`src/hdl/dtsd_pkg.sv`:
```
// Shared constants, types and a helper function of the distance-to-stock debouncer.
`default_nettype none

package dtsd_pkg;

  localparam int CHANNELS   = 4;
  localparam int CH_W       = 2;
  localparam int CH_IDX_W   = (CHANNELS > 1) ? $clog2(CHANNELS) : 1;
  localparam int CH_CMP_W   = 6;
  localparam int DIST_W     = 16;
  localparam int COUNT_W    = 7;
  localparam int DEPTH_W    = 10;
  localparam int OFFS_W     = 12;
  localparam int LIMIT_W    = 18;
  localparam int CMP_W      = 19;
  localparam int NUM_W      = 15;
  localparam int STEP_W     = $clog2(NUM_W);
  localparam int MATCH_W    = 2;
  localparam int CFG_IDX_W  = 3;
  localparam int CFG_DATA_W = 12;

  localparam int QUEUE_DEPTH = 2;
  localparam int QPTR_W      = (QUEUE_DEPTH > 1) ? $clog2(QUEUE_DEPTH) : 1;
  localparam int QLVL_W      = $clog2(QUEUE_DEPTH + 1);

  localparam logic [MATCH_W-1:0] MATCHES_TO_PUBLISH = 2'd3;

  localparam logic [COUNT_W-1:0] RST_FULL_STOCK = 7'd10;
  localparam logic [DEPTH_W-1:0] RST_ITEM_DEPTH = 10'd64;
  localparam logic [OFFS_W-1:0]  RST_BASE_OFFSET = 12'd0;
  localparam logic [OFFS_W-1:0]  RST_NEAR_OFFSET = 12'd0;

  typedef enum logic [CFG_IDX_W-1:0] {
    REG_COUNTING_ENABLED = 3'd0,
    REG_FULL_STOCK       = 3'd1,
    REG_ITEM_DEPTH       = 3'd2,
    REG_BASE_OFFSET      = 3'd3,
    REG_NEAR_OFFSET      = 3'd4
  } cfg_reg_t;

  typedef struct packed {
    logic                counting_enabled;
    logic [COUNT_W-1:0]  full_stock;
    logic [DEPTH_W-1:0]  item_depth;
    logic [OFFS_W-1:0]   base_offset;
    logic [OFFS_W-1:0]   near_offset;
  } cfg_t;

  typedef enum logic [2:0] {
    KIND_OUTSIDE = 3'd0,
    KIND_HOLD    = 3'd1,
    KIND_FULL    = 3'd2,
    KIND_EMPTY   = 3'd3,
    KIND_DIVIDE  = 3'd4
  } kind_t;

  typedef struct packed {
    logic [CH_W-1:0]  channel;
    kind_t            kind;
    logic [NUM_W-1:0] numer;
  } job_t;

  typedef struct packed {
    logic [QLVL_W-1:0] level;
    logic              full;
    logic              empty;
  } queue_status_t;

  // A depth of zero is treated as one millimeter.
  function automatic logic [DEPTH_W-1:0] eff_depth(input logic [DEPTH_W-1:0] depth);
    eff_depth = (depth == '0) ? DEPTH_W'(1) : depth;
  endfunction

endpackage

`default_nettype wire

```
`src/hdl/dtsd_ifs.sv`:
```
// Valid/ready channel interfaces for the sample input and the stock result output.
`default_nettype none

interface dtsd_in_if import dtsd_pkg::*; ();
  logic                     valid;
  logic                     ready;
  logic [CH_W-1:0]          channel;
  logic signed [DIST_W-1:0] distance_mm;
  logic                     range_valid;

  modport source (output valid, output channel, output distance_mm, output range_valid,
                  input ready);
  modport sink (input valid, input channel, input distance_mm, input range_valid,
                output ready);
endinterface

interface dtsd_out_if import dtsd_pkg::*; ();
  logic               valid;
  logic               ready;
  logic [COUNT_W-1:0] stock_count;
  logic               newly_published;

  modport source (output valid, output stock_count, output newly_published, input ready);
  modport sink (input valid, input stock_count, input newly_published, output ready);
endinterface

`default_nettype wire

```
`src/hdl/distance_to_stock_debouncer.sv`:
```
// Top level of the distance-to-stock debouncer with its configuration registers.
//
// Each word on in_chan is one ranging sample (channel, signed distance in mm,
// range_valid). Every accepted word yields exactly one word on out_chan: the
// published stock count of that channel after the sample, and newly_published
// when the sample was the third consecutive match that published a new count.
// A front end classifies each sample and writes a job into a two-entry queue;
// the back end turns the distance into a count with a restoring divider that
// produces one quotient bit per cycle, then updates the channel. The back end
// works on one job at a time; in_chan.ready stays high while the queue has
// room, so new samples are taken while a division is still running.
// When the receiver stalls, the result waits in the output register, the back
// end holds its finished job, and the queue fills before in_chan.ready drops.
// Synchronous reset clears all channel state, the queue and the output, and
// loads the register defaults. Configuration is written through cfg_we,
// cfg_index and cfg_data; the user must write it only while no word is in
// flight, as the block itself does not enforce this.
`default_nettype none

module distance_to_stock_debouncer import dtsd_pkg::*; (
  input  wire logic                  clk,
  input  wire logic                  rst_n,
  input  wire logic                  cfg_we,
  input  wire logic [CFG_IDX_W-1:0]  cfg_index,
  input  wire logic [CFG_DATA_W-1:0] cfg_data,
  dtsd_in_if.sink                    in_chan,
  dtsd_out_if.source                 out_chan
);

  cfg_t          cfg_r, cfg_nxt;
  job_t          wr_job, rd_job;
  logic          push, pop;
  queue_status_t q_stat;

  always_comb begin
    cfg_nxt = cfg_r;
    if (cfg_we) begin
      unique case (cfg_reg_t'(cfg_index))
        REG_COUNTING_ENABLED: cfg_nxt.counting_enabled = cfg_data[0];
        REG_FULL_STOCK:       cfg_nxt.full_stock       = cfg_data[COUNT_W-1:0];
        REG_ITEM_DEPTH:       cfg_nxt.item_depth       = cfg_data[DEPTH_W-1:0];
        REG_BASE_OFFSET:      cfg_nxt.base_offset      = cfg_data[OFFS_W-1:0];
        REG_NEAR_OFFSET:      cfg_nxt.near_offset      = cfg_data[OFFS_W-1:0];
        default:              cfg_nxt = cfg_r;
      endcase
    end
  end

  always_ff @(posedge clk) begin
    if (!rst_n) begin
      cfg_r.counting_enabled <= 1'b1;
      cfg_r.full_stock       <= RST_FULL_STOCK;
      cfg_r.item_depth       <= RST_ITEM_DEPTH;
      cfg_r.base_offset      <= RST_BASE_OFFSET;
      cfg_r.near_offset      <= RST_NEAR_OFFSET;
    end else begin
      cfg_r <= cfg_nxt;
    end
  end

  dtsd_front u_front (
    .cfg        (cfg_r),
    .in_chan    (in_chan),
    .queue_full (q_stat.full),
    .push       (push),
    .job        (wr_job)
  );

  dtsd_queue u_queue (
    .clk    (clk),
    .rst_n  (rst_n),
    .push   (push),
    .wr_job (wr_job),
    .pop    (pop),
    .rd_job (rd_job),
    .status (q_stat)
  );

  dtsd_back u_back (
    .clk         (clk),
    .rst_n       (rst_n),
    .cfg         (cfg_r),
    .queue_empty (q_stat.empty),
    .rd_job      (rd_job),
    .pop         (pop),
    .out_chan    (out_chan)
  );

  a_fresh_in_range: assert property (@(posedge clk) disable iff (!rst_n)
    (out_chan.valid && out_chan.newly_published) |-> (out_chan.stock_count <= cfg_r.full_stock))
    else $error("Newly published count exceeds the full stock.");

  a_pop_not_empty: assert property (@(posedge clk) disable iff (!rst_n)
    pop |-> !q_stat.empty)
    else $error("Back end took a job from an empty queue.");

  a_level_bound: assert property (@(posedge clk) disable iff (!rst_n)
    q_stat.level <= QLVL_W'(QUEUE_DEPTH))
    else $error("Queue level beyond its depth.");

  a_push_room: assert property (@(posedge clk) disable iff (!rst_n)
    (push && !pop) |=> (q_stat.level == $past(q_stat.level) + 1'b1))
    else $error("Queue level did not follow a push.");

endmodule

`default_nettype wire

```
`src/hdl/dtsd_queue.sv`:
```
// Two-entry job queue between the classifying front end and the back end.
`default_nettype none

module dtsd_queue import dtsd_pkg::*; (
  input  wire logic          clk,
  input  wire logic          rst_n,
  input  wire logic          push,
  input  wire job_t          wr_job,
  input  wire logic          pop,
  output job_t               rd_job,
  output queue_status_t      status
);

  job_t                entries_r [QUEUE_DEPTH];
  logic [QPTR_W-1:0]   wr_ptr_r, wr_ptr_nxt;
  logic [QPTR_W-1:0]   rd_ptr_r, rd_ptr_nxt;
  logic [QLVL_W-1:0]   level_r, level_nxt;

  always_comb begin
    wr_ptr_nxt = wr_ptr_r;
    rd_ptr_nxt = rd_ptr_r;
    level_nxt  = level_r;
    if (push) begin
      wr_ptr_nxt = (wr_ptr_r == QPTR_W'(QUEUE_DEPTH - 1)) ? '0 : wr_ptr_r + 1'b1;
    end
    if (pop) begin
      rd_ptr_nxt = (rd_ptr_r == QPTR_W'(QUEUE_DEPTH - 1)) ? '0 : rd_ptr_r + 1'b1;
    end
    if (push && !pop) begin
      level_nxt = level_r + 1'b1;
    end else if (pop && !push) begin
      level_nxt = level_r - 1'b1;
    end
  end

  always_ff @(posedge clk) begin
    if (!rst_n) begin
      wr_ptr_r <= '0;
      rd_ptr_r <= '0;
      level_r  <= '0;
    end else begin
      wr_ptr_r <= wr_ptr_nxt;
      rd_ptr_r <= rd_ptr_nxt;
      level_r  <= level_nxt;
    end
  end

  always_ff @(posedge clk) begin
    if (push) begin
      entries_r[wr_ptr_r] <= wr_job;
    end
  end

  assign rd_job       = entries_r[rd_ptr_r];
  assign status.level = level_r;
  assign status.full  = (level_r == QLVL_W'(QUEUE_DEPTH));
  assign status.empty = (level_r == '0);

endmodule

`default_nettype wire

```
`src/hdl/dtsd_front.sv`:
```
// Front end: accepts samples and sorts them into full, empty, divide, no-change or outside-channel jobs.
`default_nettype none

module dtsd_front import dtsd_pkg::*; (
  input  wire cfg_t  cfg,
  dtsd_in_if.sink    in_chan,
  input  wire logic  queue_full,
  output logic       push,
  output job_t       job
);

  logic [LIMIT_W-1:0]      empty_limit;
  logic signed [CMP_W-1:0] dist_s, near_s, base_s, limit_s, diff_s;
  logic                    chan_ok;

  assign empty_limit = LIMIT_W'(cfg.full_stock) * LIMIT_W'(eff_depth(cfg.item_depth))
                     + LIMIT_W'(cfg.base_offset);

  assign dist_s  = CMP_W'(in_chan.distance_mm);
  assign near_s  = $signed({{(CMP_W - OFFS_W){1'b0}}, cfg.near_offset});
  assign base_s  = $signed({{(CMP_W - OFFS_W){1'b0}}, cfg.base_offset});
  assign limit_s = $signed({{(CMP_W - LIMIT_W){1'b0}}, empty_limit});
  assign diff_s  = dist_s - base_s;
  assign chan_ok = (CH_CMP_W'(in_chan.channel) < CH_CMP_W'(CHANNELS));

  always_comb begin
    job.channel = in_chan.channel;
    job.numer   = diff_s[NUM_W-1:0];
    if (!chan_ok) begin
      job.kind = KIND_OUTSIDE;
    end else if (!(in_chan.range_valid && cfg.counting_enabled)) begin
      job.kind = KIND_HOLD;
    end else if (dist_s < near_s) begin
      job.kind = KIND_FULL;
    end else if (dist_s > limit_s) begin
      job.kind = KIND_EMPTY;
    end else if (dist_s < base_s) begin
      job.kind = KIND_FULL;
    end else begin
      job.kind = KIND_DIVIDE;
    end
  end

  assign in_chan.ready = !queue_full;
  assign push          = in_chan.valid && !queue_full;

endmodule

`default_nettype wire

```
`src/hdl/dtsd_back.sv`:
```
// Back end: serial divider, per-channel match debouncing and the output register.
`default_nettype none

module dtsd_back import dtsd_pkg::*; (
  input  wire logic  clk,
  input  wire logic  rst_n,
  input  wire cfg_t  cfg,
  input  wire logic  queue_empty,
  input  wire job_t  rd_job,
  output logic       pop,
  dtsd_out_if.source out_chan
);

  typedef enum logic [1:0] {
    ST_IDLE,
    ST_DIVIDE,
    ST_FINISH
  } state_t;

  state_t              state_r, state_nxt;
  kind_t               kind_r, kind_nxt;
  logic [CH_W-1:0]     chan_r, chan_nxt;
  logic [DEPTH_W-1:0]  rem_r, rem_nxt;
  logic [NUM_W-1:0]    quo_r, quo_nxt;
  logic [STEP_W-1:0]   step_r, step_nxt;
  logic [COUNT_W-1:0]  cand_r [CHANNELS];
  logic [COUNT_W-1:0]  cand_nxt [CHANNELS];
  logic [MATCH_W-1:0]  match_r [CHANNELS];
  logic [MATCH_W-1:0]  match_nxt [CHANNELS];
  logic [COUNT_W-1:0]  pub_r [CHANNELS];
  logic [COUNT_W-1:0]  pub_nxt [CHANNELS];
  logic                out_valid_r, out_valid_nxt;
  logic [COUNT_W-1:0]  out_count_r, out_count_nxt;
  logic                out_fresh_r, out_fresh_nxt;

  logic [DEPTH_W:0]    trial, depth_ext;
  logic [COUNT_W-1:0]  cnt;
  logic [MATCH_W-1:0]  match_inc;
  logic [CH_IDX_W-1:0] idx;

  assign idx       = CH_IDX_W'(chan_r);
  assign depth_ext = {1'b0, eff_depth(cfg.item_depth)};
  assign trial     = {rem_r, quo_r[NUM_W-1]};
  assign match_inc = match_r[idx] + 1'b1;

  always_comb begin
    case (kind_r)
      KIND_FULL:   cnt = cfg.full_stock;
      KIND_DIVIDE: cnt = (quo_r > NUM_W'(cfg.full_stock)) ? '0
                         : cfg.full_stock - quo_r[COUNT_W-1:0];
      default:     cnt = '0;
    endcase
  end

  always_comb begin
    state_nxt     = state_r;
    kind_nxt      = kind_r;
    chan_nxt      = chan_r;
    rem_nxt       = rem_r;
    quo_nxt       = quo_r;
    step_nxt      = step_r;
    cand_nxt      = cand_r;
    match_nxt     = match_r;
    pub_nxt       = pub_r;
    out_valid_nxt = out_valid_r;
    out_count_nxt = out_count_r;
    out_fresh_nxt = out_fresh_r;
    pop           = 1'b0;

    if (out_valid_r && out_chan.ready) begin
      out_valid_nxt = 1'b0;
    end

    unique case (state_r)
      ST_IDLE: begin
        if (!queue_empty) begin
          pop       = 1'b1;
          kind_nxt  = rd_job.kind;
          chan_nxt  = rd_job.channel;
          quo_nxt   = rd_job.numer;
          rem_nxt   = '0;
          step_nxt  = '0;
          state_nxt = (rd_job.kind == KIND_DIVIDE) ? ST_DIVIDE : ST_FINISH;
        end
      end
      ST_DIVIDE: begin
        if (trial >= depth_ext) begin
          rem_nxt = DEPTH_W'(trial - depth_ext);
          quo_nxt = {quo_r[NUM_W-2:0], 1'b1};
        end else begin
          rem_nxt = trial[DEPTH_W-1:0];
          quo_nxt = {quo_r[NUM_W-2:0], 1'b0};
        end
        step_nxt = step_r + 1'b1;
        if (step_r == STEP_W'(NUM_W - 1)) begin
          state_nxt = ST_FINISH;
        end
      end
      ST_FINISH: begin
        if (!out_valid_r || out_chan.ready) begin
          out_valid_nxt = 1'b1;
          out_fresh_nxt = 1'b0;
          state_nxt     = ST_IDLE;
          case (kind_r)
            KIND_OUTSIDE: begin
              out_count_nxt = '0;
            end
            KIND_HOLD: begin
              out_count_nxt = pub_r[idx];
            end
            default: begin
              out_count_nxt = pub_r[idx];
              if (cand_r[idx] == cnt) begin
                if (match_inc == MATCHES_TO_PUBLISH) begin
                  pub_nxt[idx]   = cnt;
                  match_nxt[idx] = '0;
                  out_fresh_nxt  = 1'b1;
                  out_count_nxt  = cnt;
                end else begin
                  match_nxt[idx] = match_inc;
                end
              end else begin
                cand_nxt[idx]  = cnt;
                match_nxt[idx] = '0;
              end
            end
          endcase
        end
      end
      default: begin
        state_nxt = ST_IDLE;
      end
    endcase
  end

  always_ff @(posedge clk) begin
    if (!rst_n) begin
      state_r     <= ST_IDLE;
      out_valid_r <= 1'b0;
      cand_r      <= '{default: '0};
      match_r     <= '{default: '0};
      pub_r       <= '{default: '0};
    end else begin
      state_r     <= state_nxt;
      out_valid_r <= out_valid_nxt;
      cand_r      <= cand_nxt;
      match_r     <= match_nxt;
      pub_r       <= pub_nxt;
    end
    kind_r      <= kind_nxt;
    chan_r      <= chan_nxt;
    rem_r       <= rem_nxt;
    quo_r       <= quo_nxt;
    step_r      <= step_nxt;
    out_count_r <= out_count_nxt;
    out_fresh_r <= out_fresh_nxt;
  end

  assign out_chan.valid           = out_valid_r;
  assign out_chan.stock_count     = out_count_r;
  assign out_chan.newly_published = out_fresh_r;

endmodule

`default_nettype wire
```
`src/flat_wrapper.sv`:
```
// flat-port wrapper written by rule: the top's interface ports become plain ports
module distance_to_stock_debouncer_flat import dtsd_pkg::*;
  (clk, rst_n, cfg_we, cfg_index, cfg_data, in_chan_valid, in_chan_channel, in_chan_distance_mm, in_chan_range_valid, in_chan_ready, out_chan_valid, out_chan_stock_count, out_chan_newly_published, out_chan_ready);
  dtsd_in_if in_chan_i ();
  dtsd_out_if out_chan_i ();
  input  wire logic clk;
  input  wire logic rst_n;
  input  wire logic cfg_we;
  input  wire logic [CFG_IDX_W-1:0] cfg_index;
  input  wire logic [CFG_DATA_W-1:0] cfg_data;
  input wire logic [$bits(in_chan_i.valid)-1:0] in_chan_valid;
  input wire logic [$bits(in_chan_i.channel)-1:0] in_chan_channel;
  input wire logic [$bits(in_chan_i.distance_mm)-1:0] in_chan_distance_mm;
  input wire logic [$bits(in_chan_i.range_valid)-1:0] in_chan_range_valid;
  output wire logic [$bits(in_chan_i.ready)-1:0] in_chan_ready;
  output wire logic [$bits(out_chan_i.valid)-1:0] out_chan_valid;
  output wire logic [$bits(out_chan_i.stock_count)-1:0] out_chan_stock_count;
  output wire logic [$bits(out_chan_i.newly_published)-1:0] out_chan_newly_published;
  input wire logic [$bits(out_chan_i.ready)-1:0] out_chan_ready;
  assign in_chan_i.valid = in_chan_valid;
  assign in_chan_i.channel = in_chan_channel;
  assign in_chan_i.distance_mm = in_chan_distance_mm;
  assign in_chan_i.range_valid = in_chan_range_valid;
  assign in_chan_ready = in_chan_i.ready;
  assign out_chan_valid = out_chan_i.valid;
  assign out_chan_stock_count = out_chan_i.stock_count;
  assign out_chan_newly_published = out_chan_i.newly_published;
  assign out_chan_i.ready = out_chan_ready;
  distance_to_stock_debouncer u_core (.clk(clk), .rst_n(rst_n), .cfg_we(cfg_we), .cfg_index(cfg_index), .cfg_data(cfg_data), .in_chan(in_chan_i), .out_chan(out_chan_i));
endmodule
```
`config.mk`:
```
export PLATFORM = sky130hd
export DESIGN_NAME = distance_to_stock_debouncer_flat
export DESIGN_NICKNAME = d
export VERILOG_FILES = /design/src/hdl/dtsd_pkg.sv /design/src/hdl/dtsd_ifs.sv /design/src/hdl/distance_to_stock_debouncer.sv /design/src/hdl/dtsd_queue.sv /design/src/hdl/dtsd_front.sv /design/src/hdl/dtsd_back.sv /design/src/flat_wrapper.sv
export SDC_FILE = /design/constraint.sdc
export NUM_CORES = 1
export LEC_CHECK = 0
export ABC_AREA = 1
export CORE_MARGIN = 1
export CORE_UTILIZATION = 65
export DETAILED_ROUTE_END_ITERATION = 8
export DONT_BUFFER_PORTS = 1
export PLACE_DENSITY = 0.9
export SYNTH_ARGS = -nofsm -noshare
export SYNTH_HDL_FRONTEND = slang
export SYNTH_SLANG_ARGS = --single-unit
```
`constraint.sdc`:
```
create_clock -name clk -period 8 [get_ports clk]
set_input_delay 0.4 -clock clk [delete_from_list [all_inputs] [get_ports clk]]
set_output_delay 0.4 -clock clk [all_outputs]
set_load 0.01 [all_outputs]
```
==> impl_metrics.env <==
export IMPL_status="finished clean"
export IMPL_timing_max_cap_violations=0
export IMPL_final_setup_tns_ps=0
export IMPL_grt_pass1_wl_mm=53.56
export IMPL_cp_data_arrival_time_ps=7250
export IMPL_timing_hold_ws_ps=48.67
export IMPL_area_delta_synth_final_pct=5.331
export IMPL_port_buffer_count=0
export IMPL_max_stage_delay_ps=540
export IMPL_dp_hpwl_mm=24.10
export IMPL_synth_compound_area_share=0.1176
export IMPL_max_freq_mhz=141.7
export IMPL_clock_sinks=196
export IMPL_mappedNetlistArea_sq_um=13430
export IMPL_synthDistinctLibCells=49
export IMPL_drt_total_wl_mm=32.84
export IMPL_first_global_vias=10930
export IMPL_design_power_total_mw=3.549
export IMPL_worst_path_fanout_max=9
export IMPL_start_point_of_the_worst_min_delay_path="in_chan_channel[0]"
export IMPL_remaining_antenna_violation_count_after_routing=0
export IMPL_average_wire_per_cell_in_the_routed_design_um=16.48
export IMPL_p_per_area_nw_per_um2=251.0
export IMPL_tritoncts="done"
export IMPL_combinational_family_with_the_most_area_after_synthesis="simple AND/OR/NAND/NOR gates"
export IMPL_tightest_slew_ps=1080
export IMPL_leakage_nw=6.860
export IMPL_dr_total_vias=11530
export IMPL_cell_at_the_root_of_the_clock_tree="sky130_fd_sc_hd__clkbuf_16"
export IMPL_fin_util=0.6989
export IMPL_critPathKind="reg -> reg"
export IMPL_synthArstFlopShare=0
export IMPL_r2r_start="u_core.cfg_r[30]"
export IMPL_critical_path_slowest_cell="sky130_fd_sc_hd__fa_1"
export IMPL_setup_viol=0
export IMPL_fin_crit_share=0.8823
export IMPL_seqCellArea_sq_um=4745
export IMPL_dpl_worst_slack_ps=1140
export IMPL_syn_instance_count=1740
export IMPL_drt_first_iter_violations=1144
export IMPL_nNetsFinal=1909
export IMPL_initial_core_util=0.6635
export IMPL_synth_adder_area_share=0.1812
export IMPL_final_hold_viol_count=0
export IMPL_numCtsBuffers=17
export IMPL_grt_setup_unrepaired="false"
export IMPL_design_die_area_sq_um=21230
export IMPL_synthFlopType="sky130_fd_sc_hd__dfxtp_1"
export IMPL_i_o_pin_cnt=49
export IMPL_holdBufCountCts=0
export IMPL_critical_path_startpoint="u_core.cfg_r[30]"
export IMPL_synth_area_mux_share=0.004939
export IMPL_synth_sequential_area_ratio=0.3534
export IMPL_count_of_filler_cells_inserted_in_the_layout=1546
export IMPL_synth_simple_area_share=0.2117
export IMPL_coreArea_sq_um=20230
export IMPL_xor_xnor_share_of_the_synthesized_area=0.02349
export IMPL_critPathMostFrequentCell="sky130_fd_sc_hd__inv_1"
export IMPL_synth_enable_flop_cells=82
export IMPL_syn_num_nets=1941
export IMPL_post_cts_resized=0
export IMPL_finalWeightedCongestion=0.9385
export IMPL_chipWidth_um=145.7
export IMPL_final_max_slew_violation_count=0
export IMPL_timing_hold_worst_class="in -> reg"
export IMPL_required_ps=8190
export IMPL_final_setup_skew_ps=11.70
export IMPL_rows=52
export IMPL_vdd_drop_max_mv=0.1719
export IMPL_clock_tree_buffer_depth=2
export IMPL_post_cts_setup_inserts=0
export IMPL_grt_max_degree=85
export IMPL_synth_seq_cells=196
export IMPL_viasPerCell=5.786
export IMPL_layout_cell_share_with_drive_strength_beyond_1=0.04184
export IMPL_final_critical_path_required_period_ps=7059
export IMPL_clk_transition_reported_paths_ps=70
export IMPL_chipHeight_um=145.7
export IMPL_layout_setup_ws_ps=941.3
export IMPL_clk_insertion_delay_late_ps=450
export IMPL_grt_overflow_total=0
export IMPL_globalRouteTotalUtil=0.3184
export IMPL_timing_slew_headroom=0.2794
export IMPL_critical_path_endpoint_type="flop"
export IMPL_avgSynthCellArea_sq_um=7.716
export IMPL_synth_yosys_warnings=0
export IMPL_number_of_antenna_violations_at_the_first_check_in_global_routing=1
export IMPL_setup_worst_path_start_class="flop"
export IMPL_combined_area_of_the_multi_input_logic_cells_sq_um=7244
export IMPL_drt_pre_antenna_iters=5
export IMPL_remaining_drc_errors=0
export IMPL_cts_htree_levels=4
==> layout make-up <==
| class | instances | share of cell area |
|---|---|---|
| well taps | 270 | 0.02389 |
| clock buffers | 19 | 0.03203 |
| inverters | 321 | 0.08521 |
| multi-input cells | 1167 | 0.5123 |
| flip-flops and latches | 196 | 0.3355 |
| clock inverters | 13 | 0.008229 |
| diodes | 1 | 0.0001770 |
| repair buffers | 5 | 0.002654 |
==> path summary, 6_finish.rpt <==
check | slack (ps) | cells past startpoint | end
worst max-delay path | 940 | 30 | u_core.u_queue.entries_r[1][16]
worst min-delay path | 50 | 0 | u_core.u_queue.entries_r[0][18]
worst max register to register | 940 | 30 | u_core.u_queue.entries_r[1][16]
worst min register to register | 450 | 2 | u_core.cfg_r[0]
==> cell usage after synthesis, drive strengths merged, types with 2 or more instances <==
cell	number	area [sq um]
a211oi	2	15.01
o21a	2	15.01
ha	108	1351
o311ai	2	17.52
o211ai	20	150.1
a31oi	4	25.02
nor3	15	80.08
nor4	2	12.51
nand3	60	320.3
a22oi	8	60.06
o21bai	12	90.09
dfxtp	114	2282
fa	54	1081
clkbuf	43	161.4
inv	320	1201
edfxtp	82	2462
mux2	5	56.30
buf	13	78.82
o221ai	8	70.07
a21o	2	15.01
nor2	174	663.1
xnor2	16	140.1
a21boi	2	15.01
nand2	413	1600
a21oi	125	625.6
o21ai	86	437.9
xor2	20	175.2
nand4	20	158.9
==> kinds of logic after synthesis <==
family,count (synthesis)
XOR/XNOR,36
flip-flops,196
AO/OA/AOI/OAI,278
buffers and inverters,377
adder cells (fa/ha/maj),162
multiplexers,6
AND/OR/NAND/NOR,685
==> critical path, delay by kind of cell (launching register included) <==
family / cells / cell delay, ps
adders and majority gates: 6 / 2720
DFF: 1 / 400
and+or+nand+nor: 11 / 1650
buffers and inverters: 6 / 470
AOI/OAI and AO/OA: 6 / 1390
xor gates and xnor gates: 1 / 160
==> layer usage <==
layer / GRT usage / vias up / routed length, um
met3: 0.06113 / 120 / 2762
li1: - / 5469 / -
met5: 0 / - / 0
met4: 0.1584 / 0 / 1481
met1: 0.3982 / 5359 / 12850
met2: 0.5285 / 577 / 15740
==> state kept, by name (all words and copies together), names as in the netlist, 2 cells and up, named ones only <==
signal and flops:
u_core.u_back.step_r 4, u_core.u_back.cand_r 28, u_core.u_queue.entries_r 40, u_core.cfg_r 42
u_core.u_back.state_r 2, u_core.u_queue.level_r 2, u_core.u_back.match_r 8, u_core.u_back.chan_r 2
u_core.u_back.pub_r 28, u_core.u_back.kind_r 3, u_core.u_back.rem_r 10, u_core.u_back.out_chan.stock_count 7
u_core.u_back.quo_r 15
==> per-stage QoR <==
stage | area, sq um | instances
floorplan | 13430 | 1740
global placement | 13570 | 1959
detailed placement | 13570 | 1959
CTS | 14140 | 1991
global route | 14140 | 1991
finish | 14140 | 1992
==> report_power, final <==
part           switching (mW)  internal, mW
clock network           0.414         0.425
registers               0.109          1.29
logic                   0.904         0.402
total                    1.43          2.12
==> cells in the final DEF, fill, tap and decap left out, drive strengths merged, types with 4 or more instances in the layout <==
cell type and n:
a21oi 125, a22oi 8, a31oi 4, buf 5, clkbuf 19, clkinv 6
dfxtp 114, edfxtp 82, fa 54, ha 108, inv 325, mux2 5
nand2 413, nand3 60, nand4 20, nor2 174, nor3 15, o211ai 20
o21ai 86, o21bai 12, o221ai 8, xnor2 16, xor2 20
Note: power is estimated with default switching activity, not from simulation.
